### src/rtl/bvm_pkg.sv
// Shared types and constants for the battery voltage monitor.
`default_nettype none
package bvm_pkg;

    localparam int MV_W      = 16;
    localparam int SHIFT_W   = 4;
    localparam int ACC_W     = 2 * MV_W;
    localparam int CFG_IDX_W = 3;

    // Configuration register indexes
    typedef enum logic [CFG_IDX_W-1:0] {
        CFG_PERIOD     = 3'd0,
        CFG_FULL_SCALE = 3'd1,
        CFG_SHIFT      = 3'd2,
        CFG_LOW_TH     = 3'd3,
        CFG_CRIT_TH    = 3'd4,
        CFG_HYST       = 3'd5
    } t_cfg_idx;

    // Battery level codes
    typedef enum logic [1:0] {
        LVL_OK   = 2'd0,
        LVL_LOW  = 2'd1,
        LVL_CRIT = 2'd2
    } t_level;

    // Register reset values
    localparam logic [MV_W-1:0]    RST_PERIOD     = 16'd16;
    localparam logic [MV_W-1:0]    RST_FULL_SCALE = 16'd4800;
    localparam logic [SHIFT_W-1:0] RST_SHIFT      = 4'd4;
    localparam logic [MV_W-1:0]    RST_LOW_TH     = 16'd3500;
    localparam logic [MV_W-1:0]    RST_CRIT_TH    = 16'd3300;
    localparam logic [MV_W-1:0]    RST_HYST       = 16'd100;

    // Configuration seen by the datapath
    typedef struct packed {
        logic [MV_W-1:0]    period;
        logic [MV_W-1:0]    full_scale;
        logic [SHIFT_W-1:0] shift;
        logic [MV_W-1:0]    low_th;
        logic [MV_W-1:0]    crit_th;
        logic [MV_W-1:0]    hyst;
    } t_cfg;

    // Scaled reading passed to the filter stage
    typedef struct packed {
        logic            used;
        logic [MV_W-1:0] mv;
    } t_mv_word;

endpackage
`default_nettype wire

### src/rtl/bvm_in_if.sv
// Input channel: one ADC sample word per frame.
`default_nettype none
interface bvm_in_if #(
    parameter int ADC_BITS = 10
) ();
    logic                valid;
    logic                ready;
    logic [ADC_BITS-1:0] adc_sample;

    modport source (output valid, output adc_sample, input ready);
    modport sink   (input valid, input adc_sample, output ready);
endinterface
`default_nettype wire

### src/rtl/bvm_out_if.sv
// Output channel: filtered voltage, level and sample-used flag.
`default_nettype none
interface bvm_out_if import bvm_pkg::*; ();
    logic            valid;
    logic            ready;
    logic [MV_W-1:0] filtered_mv;
    logic [1:0]      battery_level;
    logic            sample_used;

    modport source (output valid, output filtered_mv, output battery_level,
                    output sample_used, input ready);
    modport sink   (input valid, input filtered_mv, input battery_level,
                    input sample_used, output ready);
endinterface
`default_nettype wire

### src/rtl/bvm_scale.sv
// Input register and ADC-code to millivolt scaling stage.
`default_nettype none
module bvm_scale import bvm_pkg::*; #(
    parameter int ADC_BITS = 10
) (
    input  wire logic                i_clk,
    input  wire logic                i_rst_n,
    input  wire logic                i_valid,
    output logic                     o_ready,
    input  wire logic [ADC_BITS-1:0] i_sample,
    input  wire logic                i_used,
    input  wire logic [MV_W-1:0]     i_full_scale,
    output logic                     o_valid,
    input  wire logic                i_ready,
    output t_mv_word                 o_word
);

    logic                     r_s0_valid;
    logic [ADC_BITS-1:0]      r_s0_sample;
    logic                     r_s0_used;
    logic                     r_s1_valid;
    t_mv_word                 r_s1_word;
    logic                     s0_ready;
    logic                     s1_ready;
    logic [ADC_BITS+MV_W-1:0] prod;
    t_mv_word                 n_s1_word;

    // Each stage moves when its successor has room
    assign s1_ready = !r_s1_valid || i_ready;
    assign s0_ready = !r_s0_valid || s1_ready;
    assign o_ready  = s0_ready;

    // mv = (sample * full_scale) >> ADC_BITS
    assign prod = {{MV_W{1'b0}}, r_s0_sample} * {{ADC_BITS{1'b0}}, i_full_scale};
    always_comb begin
        n_s1_word.used = r_s0_used;
        n_s1_word.mv   = prod[ADC_BITS+MV_W-1:ADC_BITS];
    end

    // Input register
    always_ff @(posedge i_clk) begin
        if (!i_rst_n) begin
            r_s0_valid <= 1'b0;
        end else if (s0_ready) begin
            r_s0_valid <= i_valid;
        end
        if (s0_ready && i_valid) begin
            r_s0_sample <= i_sample;
            r_s0_used   <= i_used;
        end
    end

    // Scaled word register
    always_ff @(posedge i_clk) begin
        if (!i_rst_n) begin
            r_s1_valid <= 1'b0;
        end else if (s1_ready) begin
            r_s1_valid <= r_s0_valid;
        end
        if (s1_ready && r_s0_valid) begin
            r_s1_word <= n_s1_word;
        end
    end

    assign o_valid = r_s1_valid;
    assign o_word  = r_s1_word;

endmodule
`default_nettype wire

### src/rtl/bvm_filter.sv
// IIR filter update, hysteresis classification and result register.
`default_nettype none
module bvm_filter import bvm_pkg::*; (
    input  wire logic     i_clk,
    input  wire logic     i_rst_n,
    input  wire logic     i_valid,
    output logic          o_ready,
    input  wire t_mv_word i_word,
    input  wire t_cfg     i_cfg,
    output logic          o_valid,
    input  wire logic     i_ready,
    output logic [MV_W-1:0] o_filtered_mv,
    output t_level        o_level,
    output logic          o_sample_used
);

    logic             r_out_valid;
    logic             r_out_used;
    logic [MV_W-1:0]  r_filt;
    t_level           r_level;
    logic [MV_W-1:0]  n_filt;
    t_level           n_level;
    logic             load;
    logic [ACC_W-1:0] acc;
    logic [ACC_W-1:0] acc_sh;
    logic [MV_W:0]    crit_th;
    logic [MV_W:0]    low_th;

    assign o_ready = !r_out_valid || i_ready;
    assign load    = i_valid && o_ready;

    // Filter: (f*(2^k-1) + mv) >> k, written as ((f<<k) - f + mv) >> k
    assign acc    = ({{MV_W{1'b0}}, r_filt} << i_cfg.shift) - {{MV_W{1'b0}}, r_filt}
                    + {{MV_W{1'b0}}, i_word.mv};
    assign acc_sh = acc >> i_cfg.shift;

    // Thresholds, raised by hysteresis once the level has been entered
    assign crit_th = {1'b0, i_cfg.crit_th}
                     + ((r_level == LVL_CRIT) ? {1'b0, i_cfg.hyst} : {(MV_W+1){1'b0}});
    assign low_th  = {1'b0, i_cfg.low_th}
                     + ((r_level != LVL_OK) ? {1'b0, i_cfg.hyst} : {(MV_W+1){1'b0}});

    // Next filter value and level
    always_comb begin
        n_filt  = r_filt;
        n_level = r_level;
        if (i_word.used) begin
            if (r_filt == '0) begin
                n_filt = i_word.mv;    // no reading yet: load directly
            end else begin
                n_filt = acc_sh[MV_W-1:0];
            end
            if ({1'b0, n_filt} < crit_th) begin
                n_level = LVL_CRIT;
            end else if ({1'b0, n_filt} < low_th) begin
                n_level = LVL_LOW;
            end else begin
                n_level = LVL_OK;
            end
        end
    end

    // State and result register move together
    always_ff @(posedge i_clk) begin
        if (!i_rst_n) begin
            r_out_valid <= 1'b0;
            r_filt      <= '0;
            r_level     <= LVL_OK;
        end else begin
            r_out_valid <= load || (r_out_valid && !i_ready);
            if (load) begin
                r_filt  <= n_filt;
                r_level <= n_level;
            end
        end
        if (load) begin
            r_out_used <= i_word.used;
        end
    end

    assign o_valid       = r_out_valid;
    assign o_filtered_mv = r_filt;
    assign o_level       = r_level;
    assign o_sample_used = r_out_used;

    // Skipped frame keeps the filter value
    a_skip_filt: assert property (@(posedge i_clk) disable iff (!i_rst_n)
        (load && !i_word.used) |=> $stable(r_filt))
        else $error("filter value changed on a skipped frame");

    // Skipped frame keeps the level
    a_skip_level: assert property (@(posedge i_clk) disable iff (!i_rst_n)
        (load && !i_word.used) |=> $stable(r_level))
        else $error("level changed on a skipped frame");

    // Empty filter loads the new reading
    a_zero_load: assert property (@(posedge i_clk) disable iff (!i_rst_n)
        (load && i_word.used && r_filt == '0) |=> (r_filt == $past(i_word.mv)))
        else $error("empty filter did not load the reading");

endmodule
`default_nettype wire

### src/rtl/battery_voltage_monitor.sv
// Battery voltage monitor top level: config registers, frame phase, datapath.
// An accepted word passes the input, scaled-word and result registers in order.
// Throughput: one word per cycle while the output is ready; the filter state loop
// closes around the result register, the scaling multiply sits one stage earlier.
// Reset (synchronous, active low) restores the register defaults and clears
// the frame phase, the filter value and the level to OK.
`default_nettype none
module battery_voltage_monitor import bvm_pkg::*; #(
    parameter int ADC_BITS = 10
) (
    input  wire logic                 i_clk,
    input  wire logic                 i_rst_n,
    input  wire logic                 i_cfg_we,
    input  wire logic [CFG_IDX_W-1:0] i_cfg_idx,
    input  wire logic [MV_W-1:0]      i_cfg_data,
    bvm_in_if.sink                    i_in_if,
    bvm_out_if.source                 o_out_if
);

    t_cfg            r_cfg;
    logic [MV_W-1:0] r_phase;
    logic [MV_W-1:0] n_phase;
    logic [MV_W:0]   phase_inc;
    logic            in_accept;
    logic            used;
    logic            mid_valid;
    logic            mid_ready;
    t_mv_word        mid_word;
    t_level          level;

    // Configuration registers
    always_ff @(posedge i_clk) begin
        if (!i_rst_n) begin
            r_cfg.period     <= RST_PERIOD;
            r_cfg.full_scale <= RST_FULL_SCALE;
            r_cfg.shift      <= RST_SHIFT;
            r_cfg.low_th     <= RST_LOW_TH;
            r_cfg.crit_th    <= RST_CRIT_TH;
            r_cfg.hyst       <= RST_HYST;
        end else if (i_cfg_we) begin
            case (i_cfg_idx)
                CFG_PERIOD:     r_cfg.period     <= i_cfg_data;
                CFG_FULL_SCALE: r_cfg.full_scale <= i_cfg_data;
                CFG_SHIFT:      r_cfg.shift      <= i_cfg_data[SHIFT_W-1:0];
                CFG_LOW_TH:     r_cfg.low_th     <= i_cfg_data;
                CFG_CRIT_TH:    r_cfg.crit_th    <= i_cfg_data;
                CFG_HYST:       r_cfg.hyst       <= i_cfg_data;
                default:        ;
            endcase
        end
    end

    // Frame phase: a frame is used at phase zero, wraps at the period
    assign in_accept = i_in_if.valid && i_in_if.ready;
    assign used      = (r_phase == '0);
    assign phase_inc = {1'b0, r_phase} + {{MV_W{1'b0}}, 1'b1};
    always_comb begin
        if (phase_inc >= {1'b0, r_cfg.period}) begin
            n_phase = '0;
        end else begin
            n_phase = phase_inc[MV_W-1:0];
        end
    end

    always_ff @(posedge i_clk) begin
        if (!i_rst_n) begin
            r_phase <= '0;
        end else if (in_accept) begin
            r_phase <= n_phase;
        end
    end

    // Input register and scaling
    bvm_scale #(
        .ADC_BITS (ADC_BITS)
    ) u_scale (
        .i_clk        (i_clk),
        .i_rst_n      (i_rst_n),
        .i_valid      (i_in_if.valid),
        .o_ready      (i_in_if.ready),
        .i_sample     (i_in_if.adc_sample),
        .i_used       (used),
        .i_full_scale (r_cfg.full_scale),
        .o_valid      (mid_valid),
        .i_ready      (mid_ready),
        .o_word       (mid_word)
    );

    // Filter, classification and result register
    bvm_filter u_filter (
        .i_clk         (i_clk),
        .i_rst_n       (i_rst_n),
        .i_valid       (mid_valid),
        .o_ready       (mid_ready),
        .i_word        (mid_word),
        .i_cfg         (r_cfg),
        .o_valid       (o_out_if.valid),
        .i_ready       (o_out_if.ready),
        .o_filtered_mv (o_out_if.filtered_mv),
        .o_level       (level),
        .o_sample_used (o_out_if.sample_used)
    );

    assign o_out_if.battery_level = level;

endmodule
`default_nettype wire
### src/flat_wrapper.sv
// flat-port wrapper written by rule: the top's interface ports become plain ports
module battery_voltage_monitor_flat import bvm_pkg::*;
#(
    parameter int ADC_BITS = 10
)
  (i_clk, i_rst_n, i_cfg_we, i_cfg_idx, i_cfg_data, i_in_if_valid, i_in_if_adc_sample, i_in_if_ready, o_out_if_valid, o_out_if_filtered_mv, o_out_if_battery_level, o_out_if_sample_used, o_out_if_ready);
  bvm_in_if #(.ADC_BITS(ADC_BITS)) i_in_if_i ();
  bvm_out_if o_out_if_i ();
  input  wire logic i_clk;
  input  wire logic i_rst_n;
  input  wire logic i_cfg_we;
  input  wire logic [CFG_IDX_W-1:0] i_cfg_idx;
  input  wire logic [MV_W-1:0] i_cfg_data;
  input wire logic [$bits(i_in_if_i.valid)-1:0] i_in_if_valid;
  input wire logic [$bits(i_in_if_i.adc_sample)-1:0] i_in_if_adc_sample;
  output wire logic [$bits(i_in_if_i.ready)-1:0] i_in_if_ready;
  output wire logic [$bits(o_out_if_i.valid)-1:0] o_out_if_valid;
  output wire logic [$bits(o_out_if_i.filtered_mv)-1:0] o_out_if_filtered_mv;
  output wire logic [$bits(o_out_if_i.battery_level)-1:0] o_out_if_battery_level;
  output wire logic [$bits(o_out_if_i.sample_used)-1:0] o_out_if_sample_used;
  input wire logic [$bits(o_out_if_i.ready)-1:0] o_out_if_ready;
  assign i_in_if_i.valid = i_in_if_valid;
  assign i_in_if_i.adc_sample = i_in_if_adc_sample;
  assign i_in_if_ready = i_in_if_i.ready;
  assign o_out_if_valid = o_out_if_i.valid;
  assign o_out_if_filtered_mv = o_out_if_i.filtered_mv;
  assign o_out_if_battery_level = o_out_if_i.battery_level;
  assign o_out_if_sample_used = o_out_if_i.sample_used;
  assign o_out_if_i.ready = o_out_if_ready;
  battery_voltage_monitor #(.ADC_BITS(ADC_BITS)) u_core (.i_clk(i_clk), .i_rst_n(i_rst_n), .i_cfg_we(i_cfg_we), .i_cfg_idx(i_cfg_idx), .i_cfg_data(i_cfg_data), .i_in_if(i_in_if_i), .o_out_if(o_out_if_i));
endmodule
### config.mk
export PLATFORM = sky130hd
export DESIGN_NAME = battery_voltage_monitor_flat
export DESIGN_NICKNAME = d
export VERILOG_FILES = /design/src/rtl/bvm_pkg.sv /design/src/rtl/bvm_in_if.sv /design/src/rtl/bvm_out_if.sv /design/src/rtl/bvm_scale.sv /design/src/rtl/bvm_filter.sv /design/src/rtl/battery_voltage_monitor.sv /design/src/flat_wrapper.sv
export SDC_FILE = /design/constraint.sdc
export NUM_CORES = 1
export LEC_CHECK = 0
export BUFFER_PORTS_ARGS = -buffer_cell sky130_fd_sc_hd__buf_2
export CAP_MARGIN = 10
export CORE_MARGIN = 5
export CORE_UTILIZATION = 50
export CTS_BUF_LIST = sky130_fd_sc_hd__clkbuf_16
export DETAILED_ROUTE_END_ITERATION = 8
export PLACE_DENSITY = 0.64
export SYNTH_ARGS = -nofsm -noshare
export SYNTH_HDL_FRONTEND = slang
export SYNTH_SLANG_ARGS = --single-unit
### constraint.sdc
create_clock -name i_clk -period 13.7 [get_ports i_clk]
set_input_delay 0.685 -clock i_clk [delete_from_list [all_inputs] [get_ports i_clk]]
set_output_delay 0.685 -clock i_clk [all_outputs]
set_load 0.1 [all_outputs]
==> metrics.txt <==
initial antenna violation count 0; EDFF count, synth 29; VDD IR max 120 uV; via count 15200; Yosys reg bits 150; clk_skew 0.0197 ns; # DRC 0; most frequent cells in the layout nand2_1 (379), inv_1 (183), ha_1 (170), a21oi_1 (154), fa_1 (127); Hold Fails Final Rpt 0; Hold WC Path Type in -> reg; Reg2Reg Depth 22; worst reg2reg path startpoint u_core.r_cfg[49]; RSZ-0062 raised after global routing false; Reg power frac 0.208; CTS Sinks 150; cells after synthesis 2131; Hold Path Origin i_in_if_adc_sample[6]; largest cells by area after synthesis fa_1 (15%), dfxtp_1 (14%), ha_1 (12%), nand2_1 (8.2%), edfxtp_1 (5.0%); async set-reset flop share out of synthesis 0; CP cell instances buf_4 -> clkinv_1 -> nor2_1 -> nand2_1 -> o21ai_0 -> o21ai_0 -> ha_1 -> and4_1 -> nand3b_1 -> a211oi_2 -> nor4_2 -> xnor2_1 -> a22o_1 -> a221oi_1 -> o211a_1 -> a221oi_1 -> ha_1 -> nand3_1 -> or4_1 -> a21oi_1 -> o21a_1 -> a211oi_2; post-synth top area share 0.147; TritonCTS buffer count 17; synthesized area per cell 8.11 um2; CTS tree built; antenna-violating nets left 0; Core Box Area 34300 um2; worst path bufs/invs 2; P_leak 8.49 nW; Clock Path Buffers 2; layout cells sized above 1 0.0750; slowest cell on the critical path nor2_1; num ports 55; area delta synth->final 6.35%; crit path max fanout 44; initial core utilization 0.504; PnR worst setup slack 5.84 ns; WP depth 22; YS warnings 0; Final Cycle Share 0.574; peak per-stage delay on the critical path 0.98 ns; # H-tree levels 4; P_int 1.40 mW; first-pass GRT wire length 81400 um; DP HPWL 38700 um; Reg2Reg Capture Point u_core.u_filter.o_level[0]; Reg clk slew, reported paths 0.07 ns; setup TNS 0 ns; f_max 0.127 GHz; largest net degree at the start of global routing 73; worst slack, placed 6.18 ns; crit path DAT 8.16 ns; drt pass-1 iters 6; cell family with the largest share of critical-path delay compound AO/OA/AOI/OAI gates; Routed WL per cell 19.6 um; Sw Ratio 0.472; distinct cell type count after synthesis 91; Psw 1.26 mW; # fillers 3231; sequential element share of the synthesized area 0.191; global route total overflow 0; Comb power frac 0.610; area of the multi-input gates 12800 um2; Post-Syn Nets 2462; final WL 50400 um; root buffer cell clkbuf_16; slew at the pin closest to its max-slew limit 1.13 ns; worst path required time 13.99 ns; die area 38400 um2; area occupied by registers 3290 um2; final setup violation count 0; final layout net count 2437; row count 68; critical path class reg -> reg; reg-to-reg setup timing slack 5.84 ns; hold path endpoint u_core.u_scale.r_s0_sample[6]; main flop type after synthesis dfxtp_1; max_slew headroom 0.243; n_diodes 0; hold bufs inserted after CTS 0; Port-buffer cells 54; Post-Syn Area 17300 um2; area leader, netlist fa_1; Max-cap violations 0; Startpoint Class flop; Die W 196 um; PD cells 145 nW/um2; commonest non-fill, non-tap cell in the layout nand2_1; fin crit period 7.86 ns; RD Place Congestion 0.980; 1st-iter DRT viols 1157; final slew viol count 0; number of global-route vias before repair 14900; Vias/cell 5.91; worst skew pair latency 0.46 ns; type of destination of the critical path flop; status finished clean; die height 196 um; post-CTS sizing 0; Clock Power Share 0.182; # Post-CTS Setup Buffers 0; Total GRT Usage 0.263; hold path cells 1
==> cells by family after synthesis <==
| group | Yosys count | share of synthesized area |
|---|---|---|
| and+or+nand+nor | 796 | 0.213 |
| xor gates and xnor gates | 76 | 0.0385 |
| DFF | 150 | 0.191 |
| buffers and inverters | 296 | 0.0662 |
| adders and majority gates | 297 | 0.270 |
| AOI/OAI and AO/OA | 454 | 0.178 |
| muxes | 62 | 0.0431 |
==> sequential cells by signal, summed over array words and instances, names as in the netlist <==
name,cells
u_core.r_cfg,84
u_core.r_phase,16
u_core.u_filter.o_filtered_mv,16
u_core.u_filter.o_level,2
u_core.u_filter.o_sample_used,1
u_core.u_filter.o_valid,1
u_core.u_scale.o_valid,1
u_core.u_scale.o_word,17
u_core.u_scale.r_s0_sample,10
u_core.u_scale.r_s0_used,1
u_core.u_scale.r_s0_valid,1
==> cell type report <==
type / count / area share
flip-flops and latches: 150 / 0.179
well taps: 455 / 0.0310
clock buffers: 17 / 0.0232
repair buffers: 66 / 0.0196
clock inverters: 15 / 0.00988
inverters: 186 / 0.0380
multi-input cells: 1685 / 0.699
==> per-stage QoR <==
stage	total power, mW	hold WS (ns)	instance area, um2	cells	utilization
after floorplan	1.77	0.400	17300	2131	-
after global placement	2.15	0.444	17800	2542	0.518
after detailed placement	2.15	0.451	17800	2542	0.518
after CTS	2.65	0.386	18400	2574	0.536
after global routing	2.87	0.387	18400	2574	0.536
final	2.66	0.407	18400	2574	0.536
==> cell usage after synthesis, drive strengths merged (6+ instances only) <==
library cell,n
nor3,27
nor2b,31
a21o,46
fa,127
a22oi,12
edfxtp,29
nand4,17
mux2,9
and4,8
or2,7
nor2,118
nand2,379
clkbuf,88
ha,170
xnor2,45
xor2,31
o21ai,67
o31ai,6
mux4,9
nand3,62
dfxtp,121
buf,22
o211ai,7
o21a,23
and3,23
o221a,6
a21oi,158
mux2i,44
nand2b,14
a221oi,6
o21bai,9
a31oi,18
and2,85
inv,183
a211oi,23
nor4,10
a2111oi,6
==> worst max path at each step <==
| stage | from | end | slack, ns |
|---|---|---|---|
| after floorplan | u_core.r_cfg[48] | u_core.u_filter.o_level[0] | 7.15 |
| after global placement | u_core.r_cfg[49] | u_core.u_filter.o_level[0] | 6.04 |
| after detailed placement | u_core.r_cfg[49] | u_core.u_filter.o_level[0] | 6.18 |
| after CTS | u_core.r_cfg[49] | u_core.u_filter.o_level[0] | 6.12 |
| after global routing | u_core.r_cfg[49] | u_core.u_filter.o_level[0] | 5.51 |
| final | u_core.r_cfg[49] | u_core.u_filter.o_level[0] | 5.84 |
==> routing by layer <==
| metal | track usage | routed length, um |
|---|---|---|
| met5 | 0 | 0 |
| met4 | 0.0727 | 1190 |
| met3 | 0.0491 | 3380 |
| met2 | 0.430 | 23200 |
| met1 | 0.358 | 22600 |
==> power by group through the flow <==
stage	sequential, mW	clock (mW)	combinational [mW]
after detailed placement	0.562	0	1.59
after global placement	0.562	0	1.58
final	0.555	0.485	1.62
after CTS	0.552	0.492	1.61
after floorplan	0.548	0	1.22
after global routing	0.556	0.512	1.80
==> worst reg2reg max path: stages, from the launching register on <==
cell and delay, ns:
dfxtp_2 0.32, buf_4 0.44, clkinv_1 0.86, nor2_1 0.98, nand2_1 0.11, o21ai_0 0.28, o21ai_0 0.16, ha_1 0.53
and4_1 0.38, nand3b_1 0.12, a211oi_2 0.38, nor4_2 0.08, xnor2_1 0.55, a22o_1 0.26, a221oi_1 0.08, o211a_1 0.27
a221oi_1 0.60, ha_1 0.22, nand3_1 0.15, or4_1 0.55, a21oi_1 0.20, o21a_1 0.15, a211oi_2 0.04
(Power assumes the default switching activity.)
